===== config.mk =====
export PLATFORM = sky130hd
export DESIGN_NAME = i2c_master_phase_sequencer
export DESIGN_NICKNAME = d
export VERILOG_FILES = /design/src/rtl/core/i2cps_pkg.sv /design/src/rtl/core/i2cps_engine.sv /design/src/rtl/core/i2c_master_phase_sequencer.sv
export SDC_FILE = /design/constraint.sdc
export NUM_CORES = 1
export LEC_CHECK = 0
export BUFFER_PORTS_ARGS = -buffer_cell sky130_fd_sc_hd__buf_2
export CAP_MARGIN = 25
export CELL_PAD_IN_SITES_DETAIL_PLACEMENT = 0
export CELL_PAD_IN_SITES_GLOBAL_PLACEMENT = 1
export CORE_MARGIN = 2
export CORE_UTILIZATION = 46
export CTS_CLUSTER_DIAMETER = 50
export DETAILED_ROUTE_END_ITERATION = 10
export PLACE_DENSITY = 0.81
export SETUP_SLACK_MARGIN = 0.1
export SLEW_MARGIN = 5
export SYNTH_ARGS = -nofsm -noshare
export SYNTH_HDL_FRONTEND = slang
export SYNTH_SLANG_ARGS = --single-unit

===== constraint.sdc =====
create_clock -name clk -period 4.75 [get_ports clk]
set_clock_uncertainty 0.15 [all_clocks]
set_input_delay 0.475 -clock clk [delete_from_list [all_inputs] [get_ports clk]]
set_output_delay 0.475 -clock clk [all_outputs]
set_load 0.05 [all_outputs]

===== src/rtl/core/i2cps_pkg.sv =====
package i2cps_pkg;

  // Longest read a transaction may ask for
  localparam int MAX_READ_BYTES = 16;

  // Input command codes
  typedef enum logic [1:0] {
    CMD_TICK  = 2'd0,
    CMD_WRITE = 2'd1,
    CMD_READ  = 2'd2
  } cmd_t;

  // Transaction mode
  typedef enum logic [2:0] {
    MODE_IDLE  = 3'b001,
    MODE_WRITE = 3'b010,
    MODE_READ  = 3'b100
  } mode_t;

  // Pin phase sequencer, one phase per tick
  typedef enum logic [23:0] {
    PH_START0 = 24'h000001,
    PH_START1 = 24'h000002,
    PH_START2 = 24'h000004,
    PH_START3 = 24'h000008,
    PH_TX0    = 24'h000010,
    PH_TX1    = 24'h000020,
    PH_TX2    = 24'h000040,
    PH_TX3    = 24'h000080,
    PH_RACK0  = 24'h000100,
    PH_RACK1  = 24'h000200,
    PH_RACK2  = 24'h000400,
    PH_RACK3  = 24'h000800,
    PH_RX0    = 24'h001000,
    PH_RX1    = 24'h002000,
    PH_RX2    = 24'h004000,
    PH_RX3    = 24'h008000,
    PH_SACK0  = 24'h010000,
    PH_SACK1  = 24'h020000,
    PH_SACK2  = 24'h040000,
    PH_SACK3  = 24'h080000,
    PH_STOP0  = 24'h100000,
    PH_STOP1  = 24'h200000,
    PH_STOP2  = 24'h400000,
    PH_STOP3  = 24'h800000
  } phase_t;

  // One input word
  typedef struct packed {
    logic [1:0] cmd;
    logic [6:0] device_address;
    logic [7:0] command_byte;
    logic [4:0] read_length;
    logic       sda_in;
  } item_t;

  // One result word
  typedef struct packed {
    logic       scl;
    logic       sda;
    logic       busy_res;
    logic [7:0] read_byte;
    logic       read_valid;
    logic       ack_seen;
    logic       ack_valid;
    logic       last;
  } res_t;

endpackage


===== src/rtl/core/i2cps_engine.sv =====
module i2cps_engine
  import i2cps_pkg::*;
(
  input  logic  clk,
  input  logic  rst_n,
  input  logic  fire,
  input  item_t item,
  output res_t  res
);

  mode_t      mode_r, mode_nxt;
  phase_t     phase_r, phase_nxt;
  logic [2:0] bit_idx_r, bit_idx_nxt;
  logic [4:0] bytes_done_r, bytes_done_nxt;
  logic [7:0] shift_r, shift_nxt;
  logic [7:0] held_cmd_r, held_cmd_nxt;
  logic [4:0] held_len_r, held_len_nxt;
  logic       scl_r, scl_nxt;
  logic       sda_r, sda_nxt;

  // Next state and result for the word at hand
  always_comb begin
    logic [4:0] len;
    logic [5:0] bytes_inc;
    logic       start;
    phase_t     ph;

    mode_nxt       = mode_r;
    phase_nxt      = phase_r;
    bit_idx_nxt    = bit_idx_r;
    bytes_done_nxt = bytes_done_r;
    shift_nxt      = shift_r;
    held_cmd_nxt   = held_cmd_r;
    held_len_nxt   = held_len_r;
    scl_nxt        = scl_r;
    sda_nxt        = sda_r;
    res            = '0;

    // latch a new transaction; its first phase runs this same tick
    start = (mode_r == MODE_IDLE) &&
            (item.cmd == CMD_WRITE || item.cmd == CMD_READ);
    len = item.read_length;
    if (len == 5'd0) begin
      len = 5'd1;
    end
    if (len > 5'(MAX_READ_BYTES)) begin
      len = 5'(MAX_READ_BYTES);
    end
    if (start) begin
      held_cmd_nxt   = item.command_byte;
      held_len_nxt   = len;
      mode_nxt       = (item.cmd == CMD_WRITE) ? MODE_WRITE : MODE_READ;
      phase_nxt      = PH_START0;
      bit_idx_nxt    = 3'd0;
      bytes_done_nxt = 5'd0;
      shift_nxt      = {item.device_address, item.cmd == CMD_READ};
    end

    ph        = phase_nxt;
    bytes_inc = {1'b0, bytes_done_nxt} + 6'd1;
    res.busy_res = (mode_nxt != MODE_IDLE);

    if (mode_nxt != MODE_IDLE) begin
      phase_nxt = phase_t'({ph[22:0], 1'b0});
      case (ph)
        PH_START0: sda_nxt = 1'b1;
        PH_START1: scl_nxt = 1'b1;
        PH_START2: sda_nxt = 1'b0;
        PH_START3: scl_nxt = 1'b0;
        // send byte
        PH_TX0: begin
          scl_nxt     = 1'b0;
          bit_idx_nxt = 3'd0;
        end
        PH_TX1: sda_nxt = shift_nxt[7];
        PH_TX2: scl_nxt = 1'b1;
        PH_TX3: begin
          scl_nxt   = 1'b0;
          shift_nxt = {shift_nxt[6:0], 1'b0};
          if (bit_idx_nxt != 3'd7) begin
            bit_idx_nxt = bit_idx_nxt + 3'd1;
            phase_nxt   = PH_TX1;
          end else begin
            bit_idx_nxt = 3'd0;
            phase_nxt   = PH_RACK0;
          end
        end
        // ack from target
        PH_RACK0: scl_nxt = 1'b0;
        PH_RACK1: sda_nxt = 1'b1;
        PH_RACK2: begin
          scl_nxt       = 1'b1;
          res.ack_seen  = item.sda_in;
          res.ack_valid = 1'b1;
        end
        PH_RACK3: begin
          scl_nxt = 1'b0;
          if (mode_nxt == MODE_WRITE) begin
            if (bytes_done_nxt == 5'd0) begin
              bytes_done_nxt = 5'd1;
              shift_nxt      = held_cmd_nxt;
              phase_nxt      = PH_TX0;
            end else begin
              phase_nxt = PH_STOP0;
            end
          end else begin
            bytes_done_nxt = 5'd0;
            phase_nxt      = PH_RX0;
          end
        end
        // receive byte
        PH_RX0: begin
          scl_nxt     = 1'b0;
          bit_idx_nxt = 3'd0;
          shift_nxt   = 8'd0;
        end
        PH_RX1: sda_nxt = 1'b1;
        PH_RX2: begin
          scl_nxt   = 1'b1;
          shift_nxt = {shift_nxt[6:0], item.sda_in};
          if (bit_idx_nxt == 3'd7) begin
            res.read_byte  = shift_nxt;
            res.read_valid = 1'b1;
          end
        end
        PH_RX3: begin
          scl_nxt = 1'b0;
          if (bit_idx_nxt != 3'd7) begin
            bit_idx_nxt = bit_idx_nxt + 3'd1;
            phase_nxt   = PH_RX2;
          end else begin
            bit_idx_nxt = 3'd0;
            phase_nxt   = PH_SACK0;
          end
        end
        // ack from master, NACK on the final byte
        PH_SACK0: scl_nxt = 1'b0;
        PH_SACK1: sda_nxt = (bytes_inc >= {1'b0, held_len_nxt});
        PH_SACK2: scl_nxt = 1'b1;
        PH_SACK3: begin
          scl_nxt        = 1'b0;
          bytes_done_nxt = bytes_inc[4:0];
          phase_nxt      = (bytes_inc >= {1'b0, held_len_nxt}) ? PH_STOP0 : PH_RX0;
        end
        // stop
        PH_STOP0: scl_nxt = 1'b0;
        PH_STOP1: sda_nxt = 1'b0;
        PH_STOP2: scl_nxt = 1'b1;
        PH_STOP3: begin
          sda_nxt        = 1'b1;
          res.last       = 1'b1;
          mode_nxt       = MODE_IDLE;
          phase_nxt      = PH_START0;
          bit_idx_nxt    = 3'd0;
          bytes_done_nxt = 5'd0;
        end
        default: begin
          mode_nxt       = MODE_IDLE;
          phase_nxt      = PH_START0;
          bit_idx_nxt    = 3'd0;
          bytes_done_nxt = 5'd0;
        end
      endcase
    end

    res.scl = scl_nxt;
    res.sda = sda_nxt;
  end

  // Sequencer state, advanced once per word
  always_ff @(posedge clk) begin
    if (!rst_n) begin
      mode_r       <= MODE_IDLE;
      phase_r      <= PH_START0;
      bit_idx_r    <= 3'd0;
      bytes_done_r <= 5'd0;
      shift_r      <= 8'd0;
      held_cmd_r   <= 8'd0;
      held_len_r   <= 5'd1;
      scl_r        <= 1'b1;
      sda_r        <= 1'b1;
    end else if (fire) begin
      mode_r       <= mode_nxt;
      phase_r      <= phase_nxt;
      bit_idx_r    <= bit_idx_nxt;
      bytes_done_r <= bytes_done_nxt;
      shift_r      <= shift_nxt;
      held_cmd_r   <= held_cmd_nxt;
      held_len_r   <= held_len_nxt;
      scl_r        <= scl_nxt;
      sda_r        <= sda_nxt;
    end
  end

  // Checks
  a_last_busy: assert property (@(posedge clk) disable iff (!rst_n)
    fire && res.last |-> res.busy_res)
    else $error("end of transaction flagged while not busy");

  a_flags_excl: assert property (@(posedge clk) disable iff (!rst_n)
    !(res.ack_valid && res.read_valid))
    else $error("ack and read byte flagged on one tick");

  a_idle_after_last: assert property (@(posedge clk) disable iff (!rst_n)
    fire && res.last |=> mode_r == MODE_IDLE && phase_r == PH_START0)
    else $error("sequencer not idle after stop");

  a_idle_clean: assert property (@(posedge clk) disable iff (!rst_n)
    mode_r == MODE_IDLE |-> bit_idx_r == 3'd0 && bytes_done_r == 5'd0)
    else $error("counters left set while idle");

  a_len_range: assert property (@(posedge clk) disable iff (!rst_n)
    held_len_r != 5'd0 && held_len_r <= 5'(MAX_READ_BYTES))
    else $error("held read length out of range");

endmodule


===== src/rtl/core/i2c_master_phase_sequencer.sv =====
// Channel  Direction  Handshake          Word
// in_      input      in_valid/in_stall  cmd, device_address, command_byte,
//                                        read_length, sda_in
// out_     output     out_valid/out_stall scl, sda, busy_res, read_byte,
//                                        read_valid, ack_seen, ack_valid, last
//
// One result word per input word; one word per cycle sustained while out_stall is low.
// A word goes through the input register, then the sequencer step into
// the output register.
// Synchronous active-low reset: idle, both lines released high.
// A stalled output holds its word; the input register still takes one
// more word, after which in_stall follows out_stall.
module i2c_master_phase_sequencer
  import i2cps_pkg::*;
(
  input  logic       clk,
  input  logic       rst_n,
  input  logic       in_valid,
  output logic       in_stall,
  input  logic [1:0] in_cmd,
  input  logic [6:0] in_device_address,
  input  logic [7:0] in_command_byte,
  input  logic [4:0] in_read_length,
  input  logic       in_sda_in,
  output logic       out_valid,
  input  logic       out_stall,
  output logic       out_scl,
  output logic       out_sda,
  output logic       out_busy_res,
  output logic [7:0] out_read_byte,
  output logic       out_read_valid,
  output logic       out_ack_seen,
  output logic       out_ack_valid,
  output logic       out_last
);

  logic  in_vld_r;
  item_t in_item_r;
  logic  out_vld_r;
  res_t  out_res_r;
  res_t  step_res;
  logic  fire;

  // Step the sequencer when a word waits and the output slot is free
  assign fire     = in_vld_r && (!out_vld_r || !out_stall);
  assign in_stall = in_vld_r && !fire;

  // Input register
  always_ff @(posedge clk) begin
    if (!rst_n) begin
      in_vld_r <= 1'b0;
    end else if (!in_stall) begin
      in_vld_r <= in_valid;
    end
  end

  always_ff @(posedge clk) begin
    if (in_valid && !in_stall) begin
      in_item_r <= '{cmd: in_cmd, device_address: in_device_address,
                     command_byte: in_command_byte, read_length: in_read_length,
                     sda_in: in_sda_in};
    end
  end

  i2cps_engine u_engine (
    .clk   (clk),
    .rst_n (rst_n),
    .fire  (fire),
    .item  (in_item_r),
    .res   (step_res)
  );

  // Output register
  always_ff @(posedge clk) begin
    if (!rst_n) begin
      out_vld_r <= 1'b0;
    end else if (fire) begin
      out_vld_r <= 1'b1;
    end else if (!out_stall) begin
      out_vld_r <= 1'b0;
    end
  end

  always_ff @(posedge clk) begin
    if (fire) begin
      out_res_r <= step_res;
    end
  end

  assign out_valid      = out_vld_r;
  assign out_scl        = out_res_r.scl;
  assign out_sda        = out_res_r.sda;
  assign out_busy_res   = out_res_r.busy_res;
  assign out_read_byte  = out_res_r.read_byte;
  assign out_read_valid = out_res_r.read_valid;
  assign out_ack_seen   = out_res_r.ack_seen;
  assign out_ack_valid  = out_res_r.ack_valid;
  assign out_last       = out_res_r.last;

endmodule

## Word level (Yosys, flattened, before mapping)

Index checks and enable logic that the tools add are counted.

- Flip-flop bits (word level): 98
- Word-level logic and storage cells: 123
- Output and inout port bits: 17

- Equal/unequal tests: 32
- Muxes and demuxes: 39
- $add $sub $neg: 2
- Reduce and logical (&&, ||, !) cells: 24
- $lt $le $gt $ge: 2

Operators with widths:

| operator | count |
|---|---|
| $pmux W24 S5 | 1 |
| $mux W21 | 3 |
| $mux W24 | 2 |
| $mux W8 | 5 |
| $reduce_or A19 Y1 | 2 |
| $mux W5 | 7 |
| $pmux W8 S4 | 1 |
| $eq A24 B1 Y1 const B | 1 |
| $eq A24 B10 Y1 const B | 1 |
| $eq A24 B11 Y1 const B | 1 |
| $eq A24 B12 Y1 const B | 1 |
| $eq A24 B13 Y1 const B | 1 |
| $eq A24 B14 Y1 const B | 1 |
| $eq A24 B15 Y1 const B | 1 |
| $eq A24 B16 Y1 const B | 1 |
| $eq A24 B17 Y1 const B | 1 |
| $eq A24 B18 Y1 const B | 1 |
| $eq A24 B19 Y1 const B | 1 |
| $eq A24 B2 Y1 const B | 1 |
| $eq A24 B20 Y1 const B | 1 |
| $eq A24 B21 Y1 const B | 1 |
| $eq A24 B22 Y1 const B | 1 |
| $eq A24 B23 Y1 const B | 1 |
| $eq A24 B24 Y1 const B | 1 |
| other kinds (39) | 61 |

## Depth between registers and ports, before layout

- Word-level depth: 9
- Mapped depth: 19
- Mapped depth without buffers: 16

## Modules after synthesis

Synthesis repeated with hierarchy kept, for this count alone.

- Cell total of the unflattened synthesis: 545
- Area, all modules: 5,036.1 um^2

Modules (own cells, without submodules):

| module | sequential area each (um^2) | times used | area each (um^2) | cells an instance |
|---|---|---|---|---|
| i2cps_engine | 1,161.1 | 1 | 3,811.2 | 499 |
| i2c_master_phase_sequencer | 1,181.1 | 1 | 1,224.9 | 46 |

## Worst setup path before layout

Ideal clock, no wire load.

- Kind: register -> register
- Start point: register in_item_r[21] in the netlist's numbering
- End point: register out_res_r (netlist bit out_sda), data pin
- Arrival: 3,536 ps
- Period minus slack after synthesis: 3,957 ps
- Slack: 793 ps
- Cell stages (with the launch flop): 20
- Buffers on the path: 3
- Path through: edfxtp_1 inv_1 ha_1 or4b_1 clkbuf_1 buf_1 clkbuf_1 nand2_1 inv_1 ha_1 nand3_1 xor2_1 nor2_1 ha_1 o21ai_0 a21oi_1 nor3_1 nor4_1 o41ai_1 nand2_1

RTL lines:

| item | line | source |
|---|---|---|
| start: declaration | i2c_master_phase_sequencer.sv:38 | `item_t in_item_r;` |
| start signal: assignment | i2c_master_phase_sequencer.sv:59 | `in_item_r <= '{cmd: in_cmd, device_address: in_device_address,` |
| end signal: assignment | i2c_master_phase_sequencer.sv:86 | `out_res_r <= step_res;` |
| end: declaration | i2c_master_phase_sequencer.sv:40 | `res_t out_res_r;` |

==> metrics.md <==
| Metric | Value |
|---|---|
| Result of the run | `finished clean` |
| Remaining antenna violation count | `0` |
| Placement row count | `37` |
| Maximum number of pins on one net before global-route repair | `44` |
| CTS tree | `done` |
| Number of global-route vias before repair | `3762` |
| Type of the worst min-delay path | `input port to flop` |
| Avg WL per Cell | `16.6 um` |
| Wire length of the first global-routing pass | `19400 um` |
| Netlist Area Pre-Place | `4970 um^2` |
| Number of nets in the synthesized netlist | `568` |
| Sum of net half-perimeters after detailed placement | `8310 um` |
| Weighted congestion reported at the end of routability-driven placement | `0.904` |
| Async set or reset register ratio after synthesis | `0%` |
| Met2 routed WL | `5430 um` |
| Number of clock sinks seen by CTS | `98` |
| Unrepaired setup endpoints after global routing | `false` |
| Achievable Freq | `0.256 GHz` |
| DR WL met3 | `709 um` |
| Final Total Pwr | `0.00176 W` |
| Filler cell count | `973` |
| Area contributors post-synth | `dfxtp_1, edfxtp_1, nand2_1` |
| Worst slack after detailed placement | `0.835 ns` |
| Global route overflow | `0` |
| Number of cells upsized or downsized after cts | `0` |
| Clock input transition at the sequential cells of the worst setup and hold paths | `0.10 ns` |
| Setup Crit Path Kind | `flop to flop` |
| Die footprint | `11600 um^2` |
| TNS Setup | `0 ns` |
| Share of synthesized area occupied by flip-flops and latches | `47.2%` |
| CTS H-Tree Depth | `3` |
| Endpoints failing hold | `0` |
| Final period util | `82.2%` |
| Pre-Repair DR Iteration Count | `5` |
| CP Capture Type | `flop` |
| Starting Density | `47.7%` |
| EDFF count, synth | `38` |
| Number of post-CTS setup repair buffers | `0` |
| Area Overhead vs Synth | `11.8%` |
| Mean post-synth cell area | `9.37 um^2` |
| Die Span Y | `108 um` |
| Data arrival at the endpoint of the critical path | `3.89 ns` |
| Final worst path period need | `3.90 ns` |
| Max-slew violation total from the final report | `0` |
| Smallest setup slack after layout | `0.846 ns` |
| Proportion of layout cells with a drive suffix above 1 | `15.1%` |
| Worst Tran Pin Value | `0.857 ns` |
| Average via count per standard cell | `5.75` |
| Die W | `108 um` |
| Most frequent cells after synthesis | `nand2_1, dfxtp_1, nor2_1, edfxtp_1, a21oi_1` |
| Area of the core region | `10400 um^2` |
| Synth Register Bits | `98` |
| Total number of vias | `4094` |
| CP Launch Type | `flop` |
| Io pins | `44` |
| Count of hold buffers inserted by post-cts repair | `0` |
| Post-synthesis cell type with the largest combined area | `dfxtp_1` |
| Max_slew headroom | `42.7%` |
| Dominant cell by count in the synthesized netlist | `nand2_1` |
| Distinct cell type count of the synthesized netlist | `71` |
| Number of setup violations in the final report | `0` |
| WL final | `11800 um` |
| Antenna diode instance count | `0` |
| Top Layer Used | `met4` |
| Number of design rule violations left after detail routing | `0` |
| Area fraction of the dominant cell type after synthesis | `24.2%` |
| Number of maximum-capacitance violations | `0` |
| Leakage power of the design | `2.11 nW` |
| Number of warnings issued by yosys | `0` |
| Pwr/cell area | `317 nW/um^2` |
| Post-Route Utilization | `53.3%` |
| Count of input and output buffers | `43` |
| Maximum fanout encountered on the critical timing path | `23` |
| Post-route met1 wirelength | `5540 um` |
| Layout net count | `609` |
| Total global-route track usage | `21.7%` |
| Number of antenna violations at the first check in global routing | `0` |
| Root Buffer Master | `clkbuf_8` |
| Clock insertion delay at the later pin of the skew report | `0.39 ns` |
| Main flop type after synthesis | `dfxtp_1` |
| Critical Path RT | `4.74 ns` |
| Cell count after synthesis | `530` |
| TritonCTS Buffers | `9` |
| Clock Tree Buf Depth | `2` |
| Maximum vdd drop | `0.207 mV` |
| Number of DRC violations after detailed-routing iteration 0 | `302` |
## worst paths after layout
path              slack, ns            startpoint  depth (start not counted)                  end
setup reg to reg       0.85         in_item_r[21]                         14              out_sda
hold reg to reg        0.31   u_engine.shift_r[2]                          2  u_engine.shift_r[2]
hold / removal         0.11  in_device_address[4]                          1        in_item_r[18]
setup / recovery       0.85         in_item_r[21]                         14              out_sda
## state kept, by name, summed over array words and instances (netlist names)
signal,cells
out_ack_valid,1
out_busy_res,1
in_item_r,23
out_last,1
u_engine.bytes_done_r,5
in_vld_r,1
u_engine.mode_r,3
u_engine.shift_r,8
u_engine.sda_r,1
out_scl,1
u_engine.phase_r,24
u_engine.held_cmd_r,8
u_engine.scl_r,1
out_sda,1
out_valid,1
out_read_valid,1
out_read_byte,8
out_ack_seen,1
u_engine.held_len_r,5
u_engine.bit_idx_r,3
## layout make-up
type / count / area, um^2 / share of cell area (%)
Clock inverter: 6 / 90.1 / 1.62
Multi-Input combinational cell: 396 / 2480 / 44.7
Tap cell: 136 / 170 / 3.06
Timing Repair Buffer: 54 / 298 / 5.36
Clock buffer: 10 / 128 / 2.30
Sequential cell: 98 / 2340 / 42.2
Inverter: 12 / 45.0 / 0.811
## cells in the final DEF (no fill, tap or decap), types with 3 or more instances in the layout
cell,synthesis,final
a21boi_0,13,13
a21boi_1,9,9
a21oi_1,26,26
a22o_1,15,15
a31oi_1,3,3
and2_1,7,7
and3_1,4,4
buf_2,4,43
buf_4,0,11
clkbuf_8,0,9
dfxtp_1,60,60
edfxtp_1,38,38
ha_1,11,11
inv_1,10,10
mux2i_1,11,11
nand2_1,90,90
nand2b_1,10,10
nand3_1,22,22
nand3b_1,3,3
nor2_1,43,43
nor2b_1,5,4
nor3_1,9,9
nor3b_1,4,4
nor4_1,9,9
nor4_2,5,5
nor4b_1,6,6
o211a_1,5,5
o211ai_1,3,3
o21a_1,3,3
o21ai_0,9,9
o21ai_1,13,13
o221ai_1,6,6
or4_1,5,5
xor2_1,4,4
## through the flow
step           hold WS (ns)  area [um^2]  cells
4_1_cts              0.0918         5550    712
6_report              0.109         5550    712
3_3_place_gp          0.278         5340    696
5_1_grt              0.0794         5550    712
3_5_place_dp          0.294         5340    696
2_1_floorplan         0.264         4970    530
## cell families after synthesis
family                   share of synthesized area (%)
AO/OA/AOI/OAI                                     17.9
flip-flops                                        47.2
buffers and inverters                             3.12
XOR/XNOR                                          1.06
multiplexers                                      2.22
adder cells (fa/ha/maj)                           2.77
AND/OR/NAND/NOR                                   25.7
## routing by layer
layer / track usage (%) / vias up
met3: 5.87 / 16
met4: 5.95 / 0
met5: 0 / -
li1: - / 2032
met2: 33.3 / 122
met1: 30.3 / 1924
## critical path: stages (launching register included)
cell and delay, ns:
edfxtp_1 0.36, inv_1 0.05, ha_1 0.35, or4b_1 0.56, buf_4 0.25, o31ai_1 0.33, ha_1 0.29, inv_1 0.05
a21boi_0 0.06, o21ai_0 0.17, a21oi_1 0.09, nor3_1 0.42, nor4_1 0.11, o41ai_1 0.35, nand2_1 0.09
## where the power goes
group | switching [W] | internal [W] | total [W]
clock | 0.000298 | 0.000298 | 0.000596
combinational | 0.000168 | 0.0000767 | 0.000244
sequential | 0.0000175 | 0.000904 | 0.000921
total | 0.000483 | 0.00128 | 0.00176
(Power assumes the default switching activity.)
